$ cat src/hdl/b2b_pkg.sv
`default_nettype none
package b2b_pkg;
    localparam int unsigned WORD_W       = 64;
    localparam int unsigned BLK_WORDS    = 16;
    localparam int unsigned CHAIN_WORDS  = 8;
    localparam int unsigned ROUNDS       = 12;
    localparam int unsigned QUEUE_DEPTH  = 2;
    localparam logic [63:0] PARAM_WORD   = 64'h0000_0000_0101_0000 ^ 64'd32;

    typedef logic [63:0] t_word;

    // item handed from front to back
    typedef struct packed {
        t_word      word;
        logic [3:0] nbytes;
        logic       last;
    } t_cmd;

    function automatic t_word iv(input logic [2:0] i);
        t_word v;
        case (i)
            3'd0: v = 64'h6a09e667f3bcc908;
            3'd1: v = 64'hbb67ae8584caa73b;
            3'd2: v = 64'h3c6ef372fe94f82b;
            3'd3: v = 64'ha54ff53a5f1d36f1;
            3'd4: v = 64'h510e527fade682d1;
            3'd5: v = 64'h9b05688c2b3e6c1f;
            3'd6: v = 64'h1f83d9abfb41bd6b;
            default: v = 64'h5be0cd19137e2179;
        endcase
        return v;
    endfunction

    // message schedule: sigma[r][k], r 0..9
    function automatic logic [3:0] sigma(input logic [3:0] r, input logic [3:0] k);
        logic [63:0] row;
        case (r)
            4'd0: row = 64'hFEDCBA9876543210;
            4'd1: row = 64'h357B20C16DF984AE;
            4'd2: row = 64'h491763EADF250C8B;
            4'd3: row = 64'h8F04A562EBCD1397;
            4'd4: row = 64'hD386CB1EFA427509;
            4'd5: row = 64'h91EF57D438B0A6C2;
            4'd6: row = 64'hB8293670A4DEF15C;
            4'd7: row = 64'hA2684F05931CE7BD;
            4'd8: row = 64'h5A417D2C803B9EF6;
            default: row = 64'h0DC3E9BF5167482A;
        endcase
        return row[{k, 2'b00} +: 4];
    endfunction

    function automatic t_word ror64(input t_word x, input int unsigned n);
        return (x >> n) | (x << (64 - n));
    endfunction
endpackage
`default_nettype wire

$ cat src/hdl/b2b_front.sv
`default_nettype none
module b2b_front
    import b2b_pkg::*;
#(
    parameter int unsigned P_DEPTH = QUEUE_DEPTH
) (
    input  wire logic       i_clk,
    input  wire logic       i_rst_n,
    input  wire logic       i_valid,
    output logic            o_ready,
    input  wire t_word      i_word,
    input  wire logic [3:0] i_nbytes,
    input  wire logic       i_last,
    output logic            o_valid,
    input  wire logic       i_pop,
    output t_cmd            o_cmd
);
    localparam int unsigned AW = (P_DEPTH > 1) ? $clog2(P_DEPTH) : 1;

    t_cmd            r_mem [P_DEPTH];
    logic [AW-1:0]   r_wp, r_rp;
    logic [AW:0]     r_cnt;
    logic [3:0]      nb;
    t_cmd            cmd;
    logic            push, drop;

    always_comb begin
        nb = i_nbytes;
        if (nb > 4'd8) nb = 4'd8;
        if (!i_last && nb != 4'd0) nb = 4'd8;
        cmd.word = i_word;
        for (int b = 0; b < 8; b++) begin
            if (4'(b) >= nb) cmd.word[b*8 +: 8] = 8'h00;
        end
        cmd.nbytes = nb;
        cmd.last   = i_last;
    end

    assign o_ready = (r_cnt != (AW+1)'(P_DEPTH));
    assign drop    = (nb == 4'd0) && !i_last;
    assign push    = i_valid && o_ready && !drop;
    assign o_valid = (r_cnt != '0);
    assign o_cmd   = r_mem[r_rp];

    always_ff @(posedge i_clk) begin
        if (push) r_mem[r_wp] <= cmd;
        if (!i_rst_n) begin
            r_wp  <= '0;
            r_rp  <= '0;
            r_cnt <= '0;
        end else begin
            if (push) r_wp <= (r_wp == AW'(P_DEPTH-1)) ? '0 : r_wp + 1'b1;
            if (i_pop) r_rp <= (r_rp == AW'(P_DEPTH-1)) ? '0 : r_rp + 1'b1;
            r_cnt <= r_cnt + (AW+1)'(push) - (AW+1)'(i_pop);
        end
    end
endmodule
`default_nettype wire

$ cat config.mk
export PLATFORM = sky130hd
export DESIGN_NAME = b2b_front
export DESIGN_NICKNAME = d
export VERILOG_FILES = /design/src/hdl/b2b_pkg.sv /design/src/hdl/b2b_front.sv
export SDC_FILE = /design/constraint.sdc
export NUM_CORES = 1
export LEC_CHECK = 0
export ABC_AREA = 1
export BUFFER_PORTS_ARGS = -buffer_cell sky130_fd_sc_hd__buf_2
export CAP_MARGIN = 20
export CELL_PAD_IN_SITES_DETAIL_PLACEMENT = 1
export CELL_PAD_IN_SITES_GLOBAL_PLACEMENT = 1
export CORE_MARGIN = 3
export CORE_UTILIZATION = 35
export CTS_CLUSTER_SIZE = 24
export DETAILED_ROUTE_END_ITERATION = 16
export GPL_TIMING_DRIVEN = 0
export PLACE_DENSITY_LB_ADDON = 0.1
export SYNTH_ARGS = -nofsm -noshare
export SYNTH_HDL_FRONTEND = slang
export SYNTH_SLANG_ARGS = --single-unit
$ cat constraint.sdc
create_clock -name i_clk -period 7.7 [get_ports i_clk]
set_clock_uncertainty 0.2 [all_clocks]
set_input_delay 1.155 -clock i_clk [delete_from_list [all_inputs] [get_ports i_clk]]
set_output_delay 1.155 -clock i_clk [all_outputs]
set_load 0.03 [all_outputs]
* After elaboration in Yosys (flattened, before gate mapping) *
Memory sizes are Yosys's and may differ from the RTL's. A register that Yosys moved wholly into a read port is not among the register bits.
Cells that the tools add are included.

word-level totals
  logic and storage cells = 43
  register bits = 4
  output and inout bits = 71
  memories kept = 1
  bits in writable memories = 138
  input bits = 73

memory list
  memory  words  bits a word  rd ports  clocked after Yosys merged registers in  wr ports  RTL line         text
  r_mem   2      69           1         1                                        1         b2b_front.sv:20  t_cmd r_mem [P_DEPTH];

operators by class
  $lt $le $gt $ge = 9
  reduce and logical (&&, ||, !) cells = 9
  multiplexer cells = 16
  equal/unequal tests = 1
  add/sub/neg operators = 4

operators by type and width
  operator                                              number
  two-way mux 8 bit                                     8
  >= comparator 3 x 4 -> 1 bit, first input constant    4
  >= comparator 1 x 4 -> 1 bit, first input constant    2
  >= comparator 2 x 4 -> 1 bit, first input constant    2
  two-way mux 4 bit                                     2
  two-way mux 1 bit                                     6
  greater-than comparator 4 bit, second input constant  1
  logical AND 1 bit                                     4
  logical NOT 4 bit                                     1
  nonzero test 4 bit                                    1
  adder 1 bit, second input constant                    2
  adder 2 x 1 -> 2 bit                                  1
  logical NOT 1 bit                                     2
  != test 2 bit, second input constant                  1
  nonzero test 2 bit                                    1
  subtractor 2 x 1 -> 2 bit                             1

* Longest topological paths before layout *
Gate-level depths: netlist of the first run.

  depth after elaboration = 11
  depth in mapped cells = 9
  gate-level depth less buffers = 9

* Worst setup path before layout of the first run *
Ideal clock, no wire load.

  path type = input port to flip-flop
  start point = in i_valid
  end point = mem r_mem[0][0] in the netlist's numbering, enable pin
  data arrival time = 4419 ps
  data required time = 7004 ps
  path slack = 2585 ps
  path buffers = 0
  stages on the path = 3
  library setup time = 496 ps
  cell sequence = a21boi_0 nand2_1 nor2_1

between the ends
  cells in the longest elaborated chain, start to end = 4

ends and longest elaborated chain
  what                                     RTL line         text
  start: declaration                       b2b_front.sv:9   input wire logic i_valid,
  logical AND 1 bit (2 in a row)           b2b_front.sv:41  assign push = i_valid && o_ready && !drop;
  two-way mux 1 bit                        b2b_front.sv:46  if (push) r_mem[r_wp] <= cmd;
  two-way mux 1 bit (not written as such)  b2b_front.sv:46
  end: declaration                         b2b_front.sv:20

No other way between the ends.

==> flow_summary.yaml, run 1 <==
route:
  dr.first_iter.drc_count: 88
  via_count: 3491
  routedWlPerCell_microns: 15.4
  dr.pass1.iters: 4
  drt_wl_total_microns: 12300
  vias_per_cell: 4.37
  drc: 0
  ant_nets: 0
critical_path:
  path_delay_family: "buffers and inverters"
  worstPathArrival_ns: 1.79
  crit_type: "flip-flop to primary output"
  required_ns: 6.34
  cpMaxStageDelayCell: "mux2_2"
  critPathLaunchType: "flip-flop"
  cp-end-kind: "primary output"
  critPathMaxStageDelay_ns: 0.36
  worst-path-buf-inv: 4
  crit_chain: "buf_2 > buf_6 > buf_6 > mux2_2 > buf_2"
  worstPathMaxFanout: 10
sta:
  slew_violations: 0
  period_share_pct: 40.8
  fmaxAchievable_mhz: 318
  rsz0062_at_grt: "false"
  worst_pin_slew_ns: 0.731
  layout_min_cycle_time_ns: 3.14
  hold_violations: 0
  setup_violations: 0
  slew_headroom_pct: 51.1
  setup-tns-final_ns: 0
global_routing:
  grt_usage_pct: 13.7
  grt_pass1_vias: 3780
  antenna_found_initial: 1
  gr-total-overflow: 0
  grt_pass1_wl_microns: 18900
  grt_start_max_net_pins: 50
clock_network:
  hold_buffers: 0
  cts_tree: "yes"
  cts.sink_count: 143
  cts-root-buf: "clkbuf_16"
  htreeDepth: 4
  clock_latency_ns: 0.41
  clkTransAtPathRegs_ns: 0.06
  cts_repair_resize_count: 0
  numCtsBuffers: 17
  post_cts_buffers: 0
  clockBufferDepth: 2
floorplanning:
  start_util_pct: 36.4
  core-area_sq_um: 16200
  ioPinCount: 144
  num_rows: 46
  die_area_sq_um: 18400
  die_x_microns: 136
  die_h_microns: 136
layout:
  final_nets: 642
  utilization_pct: 46.9
  n_fill_cell: 1706
  drive_above_1_share_pct: 46.7
  area_growth_pct: 29.0
pwr:
  p_leak_nw: 3.26
  powerDensity_nw_per_um2: 291
  ir_drop_uv: 155
flow_run:
  cap_violations: 0
synthesis:
  mappedNetlistNets: 477
  syn-cell-area_sq_um: 5880
  ys_ff_latch: 143
  synth_cell_type_count: 24
  syn_inst: 402
  ys_warn_count: 0
  syn_area_per_cell_sq_um: 14.6
  synth-seq-area-share_pct: 72.2
status:
  outcome: "complete, no violations"
place:
  place.gp.congestion: 0.724
  post-dp-hpwl_microns: 8350
  portBuffers: 143
min_path:
  hold_path_class: "flip-flop to flip-flop"
-- state kept, by name, indices dropped and copies added, names as in the netlist, named ones only --
signal	cells
r_mem	138
r_cnt	2
r_rp	1
r_wp	1
-- tightest hold or removal path: stages (launching register included) --
cell     delay, ns
dfxtp_1       0.32
nor2_1        0.06
nor2_1        0.09
-- layout by cell type, fill, tap and decap left out --
master,count
nand3_4,1
o21ai_0,2
clkbuf_1,2
clkbuf_8,3
buf_2,149
clkinv_4,1
buf_12,2
inv_1,73
diode_2,3
inv_2,3
nand4_2,2
a21boi_0,1
bufinv_16,4
edfxtp_1,138
mux2_1,1
nor2_1,42
buf_16,1
nand3_2,1
clkbuf_16,17
nand3_1,5
clkinvlp_4,2
a21oi_1,2
buf_6,3
nand2_4,2
clkinv_2,3
dfxtp_1,5
ha_1,2
xnor2_1,1
nand2_1,33
nand2_2,3
nor2_4,1
a21oi_2,1
mux2_2,68
nor2_2,3
nand4_1,2
inv_4,1
-- synthesized netlist by cell type --
master | instances | area [sq um]
edfxtp_1 | 138 | 4140
inv_1 | 74 | 278
mux2_2 | 68 | 766
nor2_1 | 43 | 161
nand2_1 | 33 | 124
buf_2 | 6 | 30.0
dfxtp_1 | 5 | 100
nand3_1 | 5 | 25.0
buf_6 | 3 | 33.8
inv_2 | 3 | 11.3
nand2_2 | 3 | 18.8
nor2_2 | 3 | 18.8
a21oi_1 | 2 | 10.0
ha_1 | 2 | 25.0
nand2_4 | 2 | 22.5
nand4_1 | 2 | 12.5
nand4_2 | 2 | 25.0
o21ai_0 | 2 | 10.0
a21boi_0 | 1 | 7.51
a21oi_2 | 1 | 8.76
mux2_1 | 1 | 11.3
nand3_2 | 1 | 10.0
nand3_4 | 1 | 17.5
xnor2_1 | 1 | 8.76
-- layer usage --
metal  global-route usage [%]  up-vias  share of wire [%]  wire length (microns)
li1                         -     1713                  -                      -
met1                     15.7     1664                 42                   5170
met2                     23.3       97                 50                   6130
met3                     5.01       15                6.9                    850
met4                     5.54        2                1.5                    183
met5                        0        -              0.073                      9
-- cells by family after synthesis --
kind of cell | synth area share, %
xor gates and xnor gates | 0.149
DFF | 72.2
muxes | 13.2
and+or+nand+nor | 7.41
adders and majority gates | 0.426
AOI/OAI and AO/OA | 0.617
buffers and inverters | 6.00
-- final timing paths --
check / start / endpoint / slack [ns] / cells past startpoint
hold / removal: r_rp / r_rp / 0.30 / 2
hold reg to reg: r_rp / r_rp / 0.30 / 2
setup reg to reg: r_cnt[0] / r_mem[0][41] / 5.16 / 6
setup / recovery: flip-flop / o_cmd[41] / 4.56 / 5
-- per-stage QoR --
step                hold WS, ns  worst slack, ns  instance area (sq um)  power [mW]  cells
floorplan                 0.263             2.58                   5880        1.24    402
global placement          0.281            0.236                   6870        1.36    761
detailed placement        0.294             4.23                   6940        1.36    764
CTS                       0.309             4.49                   7580        2.24    796
global route              0.347             4.44                   7580        2.30    796
finish                    0.301             4.56                   7580        2.21    799
-- power by group --
part	internal, mW	switching (mW)	leakage [nW]	total [mW]
registers	0.951	0.0167	1.34	0.967
clock network	0.567	0.302	0.306	0.869
logic	0.123	0.248	1.61	0.372
-- area by class of cell --
class / count / area, sq um / share of cell area [%]
inverters: 77 / 292 / 3.84
well taps: 216 / 270 / 3.56
repair buffers: 146 / 783 / 10.3
diodes: 3 / 7.51 / 0.0990
flip-flops and latches: 143 / 4240 / 56.0
clock buffers: 22 / 474 / 6.25
multi-input cells: 173 / 1290 / 17.0
plain buffers: 9 / 63.8 / 0.841
clock inverters: 10 / 159 / 2.10
Note: power is estimated with default switching activity, not from simulation.
==> run 2: changes to the inputs <==
ABC_AREA = 0   (was 1)
clock period = 2.6 ns   (was 7.7 ns; I/O delays follow)
==> run 2 against run 1 <==
Setup slack got worse by 4.4 ns. Synthesized cell count is 18% lower. Die area shrank 1.5%. Clock power rose to 2.5 times the previous value. Critical endpoint is now o_cmd[8]. Final area shrank 2.2%. Cell count down 9.4%.
==> flow_summary.yaml, run 2 <==
place:
  portBuffers: 143
  place_area_sq_um: 6870
  placed_cells: 692
  post-dp-hpwl_microns: 8940
  pre_cts_ws_ns: -0.223
  place.gp.congestion: 0.705
synthesis:
  synth_top_cell_by_area: "edfxtp_1"
  ys_ff_latch: 143
  syn_area_per_cell_sq_um: 17.6
  ys.flop_type: "edfxtp_1"
  synth-edff-count: 138
  async_reset_ff_share_pct: 0
  ys_warn_count: 0
  yosys-top-cells-count: "138 x edfxtp_1, 69 x mux2_2, 39 x and2_1, 32 x a21boi_0, 8 x clkbuf_1"
  yosysTopAreaCellShare_pct: 71.6
  yosysMostFrequentCell: "edfxtp_1"
  synth_cell_type_count: 27
  synth-seq-area-share_pct: 73.3
  syn-cell-area_sq_um: 5790
  synth_area_leaders: "edfxtp_1 72%, mux2_2 13%, and2_1 4.2%"
  mappedNetlistNets: 404
  syn_inst: 329
global_routing:
  grt_pass1_vias: 3804
  grt_usage_pct: 14.7
  antenna_found_initial: 2
  grt_start_max_net_pins: 26
  gr-total-overflow: 0
  grt_pass1_wl_microns: 20100
layout:
  reg_top3: "r_mem (138), r_cnt (2)"
  fin_area_sq_um: 7420
  n_fill_cell: 1618
  final_cell_mix: "144 x buf_2, 138 x edfxtp_1, 69 x mux2_2"
  area_growth_pct: 28.2
  final_cells: 724
  drive_above_1_share_pct: 50.3
  final_nets: 570
  largest-register: "r_mem"
  largest_reg_flops: 138
  mostFrequentLayoutCell: "buf_2"
min_path:
  hold_path_class: "primary input to flip-flop"
critical_path:
  worstPathArrival_ns: 1.88
  cp-end-kind: "primary output"
  worstPathMaxFanout: 10
  crit_chain: "buf_1 > mux2_2 > buf_2"
  crit_type: "flip-flop to primary output"
  cpMaxStageDelayCell: "buf_1"
  critPathMaxStageDelay_ns: 0.48
  critPathLaunchType: "flip-flop"
  required_ns: 2.01
sta:
  setup_ws_ns: 0.131
  fmaxAchievable_mhz: 405
  rsz0062_at_grt: "false"
  period_share_pct: 95.0
  slew_violations: 0
  worst_pin_slew_ns: 0.881
  layout_min_cycle_time_ns: 2.47
  hold_violations: 0
  setup_violations: 0
  hold_ws_ns: 0.0518
  slew_headroom_pct: 40.6
status:
  outcome: "complete, no violations"
clock_network:
  numCtsBuffers: 17
  cts.sink_count: 143
  cts_tree: "yes"
  cts-root-buf: "clkbuf_16"
  clkTransAtPathRegs_ns: 0.06
  htreeDepth: 4
  clock_latency_ns: 0.41
  clockBufferDepth: 2
route:
  vias_per_cell: 4.67
  routedWlPerCell_microns: 17.9
  ant_nets: 0
  drt_wl_total_microns: 12900
  dr.pass1.iters: 4
  drc: 0
  via_count: 3380
  dr.first_iter.drc_count: 88
pwr:
  total_power_mw: 6.70
  ir_drop_uv: 437
  p_leak_nw: 2.78
  powerDensity_nw_per_um2: 903
floorplanning:
  core-area_sq_um: 16100
  die_x_microns: 135
  start_util_pct: 36.0
  die_h_microns: 135
  ioPinCount: 144
  num_rows: 46
  die_area_sq_um: 18100
flow_run:
  cap_violations: 0
[run 2: cell types whose count changed in the layout (fill, tap and decap cells not counted), sizes merged, moves of 3 or more]
cell / change
buf: -4
and2: +39
a21boi: +31
nand2: -35
bufinv: -3
nand4: -4
clkinv: +4
nand3: -7
a21oi: -3
nor2: -42
inv: -71
clkbuf: +4
[run 2: repair_timing]
action | CTS | global route
resized for setup | 6 | 2
buffers inserted | 0 | 0
endpoints found under the setup margin | 60 | 1
endpoints found under the hold margin | 2 | 0
hold buffers | 1 | 0
[run 2: cell type report]
cell class                 instances  area (sq um)  area share (%)
sequential                       143          4250            57.2
timing repair buffer             148           806            10.9
clock buffer                      19           433            5.83
multi-input combinational        168          1490            20.1
tap                              216           270            3.64
inverter                           6          22.5           0.304
buffer                            11          55.1           0.742
clock inverter                    12          97.6            1.32
antenna                            1          2.50          0.0337
[run 2: critical path: cells and delay by family, from the launching register on]
| kind | cells | cell delay, ns |
|---|---|---|
| buffers and inverters | 2 | 0.66 |
| DFF | 1 | 0.41 |
| muxes | 1 | 0.40 |
[run 2: report_power, final]
part | internal, mW | total (mW) | switching (mW)
registers | 2.94 | 3.02 | 0.0794
clock network | 1.30 | 2.19 | 0.889
logic | 0.511 | 1.49 | 0.982
[run 2: per-stage QoR]
step                TNS (ns)  util, %
finish                     0     46.2
global route               0     46.2
CTS                        0     46.2
detailed placement    -10.04     42.8
global placement     -300.67     42.2
floorplan             -93.61        -
[run 2: kinds of logic (layout without fill, tap and decap cells)]
logic type	after synthesis	after routing	synth area share, %
AO/OA/AOI/OAI	40	40	5.40
XOR/XNOR	3	3	0.454
adder cells (fa/ha/maj)	4	4	0.778
buffers and inverters	18	196	1.23
flip-flops	143	143	73.3
multiplexers	70	70	13.6
other	0	1	0
AND/OR/NAND/NOR	51	51	5.21
[run 2: routing by layer]
layer	global-route usage (%)	wire (microns)
met5	0	21
met4	5.09	144
met3	4.73	713
met2	26.1	6780
met1	16.9	5280
[run 2: worst paths after layout]
path              from           end  slack (ns)  cells after the start
max          flip-flop      o_cmd[8]        0.13                      3
min            i_rst_n      r_cnt[0]        0.05                      2
max reg2reg   r_cnt[0]  r_mem[1][36]        0.27                      5
min reg2reg       r_wp          r_wp        0.34                      2
==> run 3: changes to the inputs <==
--- a/config.mk
+++ b/config.mk
@@ -13,6 +13,5 @@
 export CORE_MARGIN = 3
-export CORE_UTILIZATION = 35
+export CORE_UTILIZATION = 40
 export CTS_CLUSTER_SIZE = 24
 export DETAILED_ROUTE_END_ITERATION = 16
-export GPL_TIMING_DRIVEN = 0
 export PLACE_DENSITY_LB_ADDON = 0.1
--- a/constraint.sdc
+++ b/constraint.sdc
@@ -4,2 +4,2 @@
 set_output_delay 0.39 -clock i_clk [all_outputs]
-set_load 0.03 [all_outputs]
+set_load 0.02 [all_outputs]
==> run 3 against run 2 <==
Utilization rose by 6.8 points. Sequential power barely moved. Cell count down 5.4%. Register-to-register slack better by 0.36 ns. First-iteration DRC count up 94%. Wire length shrank 5.2%. Critical path depth unchanged. Critical path type unchanged. Largest cell class unchanged. Largest power group unchanged. Highest routed layer is now met4.
==> flow_summary.yaml, run 3 (synthesized netlist as in run 2, its figures left out) <==
clock_network:
  hold_buffers: 0
  numCtsBuffers: 17
  cts-root-buf: "clkbuf_16"
  clkTransAtPathRegs_ns: 0.06
  clockBufferDepth: 2
  post_cts_buffers: 0
  cts_repair_resize_count: 0
  htreeDepth: 4
  cts_tree: "yes"
  cts.sink_count: 143
  clock_latency_ns: 0.40
critical_path:
  required_ns: 2.01
  r2r_cells: 8
  worstReg2RegEnd: "r_cnt[1]"
  worstReg2RegStart: "r_cnt[0]"
  worstPathMaxFanout: 37
  crit_type: "flip-flop to primary output"
  critPathLaunchType: "flip-flop"
  reg2reg_setup_slack_ns: 0.63
  cp-end-kind: "primary output"
  worstPathArrival_ns: 1.74
place:
  pre_cts_ws_ns: 0.0461
  place_area_sq_um: 6870
  portBuffers: 143
  post-dp-hpwl_microns: 8560
  place.gp.congestion: 0.704
min_path:
  whs_path_depth: 2
  hp-start: "i_word[11]"
  hold_path_class: "primary input to flip-flop"
  hold_end: "r_mem[1][16]"
global_routing:
  grt_pass1_vias: 3569
  grt_usage_pct: 15.9
  gr-total-overflow: 0
  antenna_found_initial: 0
  grt_pass1_wl_microns: 19200
  grt_start_max_net_pins: 38
floorplanning:
  die_h_microns: 126
  die_x_microns: 126
  die_area_sq_um: 15900
  core-area_sq_um: 14000
  ioPinCount: 144
  num_rows: 43
  start_util_pct: 41.2
flow_run:
  cap_violations: 0
layout:
  fin_area_sq_um: 7440
  drive_above_1_share_pct: 51.9
  largest-register: "r_mem"
  diodes: 0
  final_cell_mix: "143 x buf_2, 138 x edfxtp_1, 69 x mux2_2"
  reg_top3: "r_mem (138), r_cnt (2)"
  mostFrequentLayoutCell: "buf_2"
  final_nets: 568
  largest_reg_flops: 138
  area_growth_pct: 28.6
pwr:
  total_power_mw: 6.70
  powerDensity_nw_per_um2: 900
  switchingPower_mw: 1.75
  clkPwrFrac_pct: 35.0
  internal_power_mw: 4.94
  swShare_pct: 26.2
  seq_power_share_pct: 45.2
  ir_drop_uv: 441
  p_leak_nw: 2.83
  p_comb_share_pct: 19.8
sta:
  setup_ws_ns: 0.274
  hold_violations: 0
  period_share_pct: 89.5
  layout_min_cycle_time_ns: 2.33
  worst_pin_slew_ns: 0.830
  setup-tns-final_ns: 0
  rsz0062_at_grt: "false"
  setup_violations: 0
  slew_headroom_pct: 44.1
  slew_violations: 0
  fmaxAchievable_mhz: 430
route:
  drt_wl_total_microns: 12300
  ant_nets: 0
  vias_per_cell: 4.85
  dr.first_iter.drc_count: 171
  via_count: 3324
  routedWlPerCell_microns: 17.9
  drc: 0
  dr.pass1.iters: 4
status:
  outcome: "complete, no violations"
==> run 3: worst max-delay path, stage by stage, from the launching register on <==
cell	delay, ns
dfxtp_4	0.51
buf_12	0.27
mux2_2	0.38
buf_2	0.16
==> run 3: metrics by stage <==
| step | hold WS [ns] | cells | utilization (%) |
|---|---|---|---|
| finish | 0.0830 | 685 | 53.0 |
| global route | 0.0834 | 685 | 53.0 |
| floorplan | 0.263 | 329 | - |
| CTS | 0.0705 | 685 | 53.0 |
| detailed placement | 0.313 | 654 | 48.9 |
| global placement | 0.297 | 654 | 48.9 |
==> run 3: power groups by stage <==
stage,Sequential (mW),Clock (mW),Combinational (mW)
4_1_cts,3.03,2.39,1.37
2_1_floorplan,3.06,0,0.844
5_1_grt,3.06,2.50,1.44
3_5_place_dp,3.08,0,1.36
3_3_place_gp,3.06,0,1.34
6_report,3.03,2.34,1.33
==> run 3: worst max-delay path by stage <==
stage                     slack [ns]  cells after the start     endpoint
after floorplan                -0.66                      3  r_mem[0][0]
after global placement          0.14                      9     r_cnt[1]
after detailed placement        0.05                      9     r_cnt[1]
after CTS                       0.22                      3    o_cmd[64]
after global routing            0.18                      3    o_cmd[54]
final                           0.27                      3    o_cmd[64]
==> run 3: final cells by class <==
cell class / instances / area, sq um
fill: 1399 / 6600
sequential: 143 / 4250
multi-input combinational: 168 / 1490
timing repair buffer: 157 / 883
clock buffer: 17 / 425
tap: 180 / 225
clock inverter: 14 / 150
inverter: 6 / 22.5
==> run 3: routing by layer <==
layer	share of wire (%)	wire (microns)	GRT usage (%)	up-vias
li1	-	-	-	1580
met1	45	5570	21.5	1638
met2	48	5950	25.2	93
met3	4.8	586	4.34	13
met4	1.4	170	5.11	0
met5	0	0	0	-
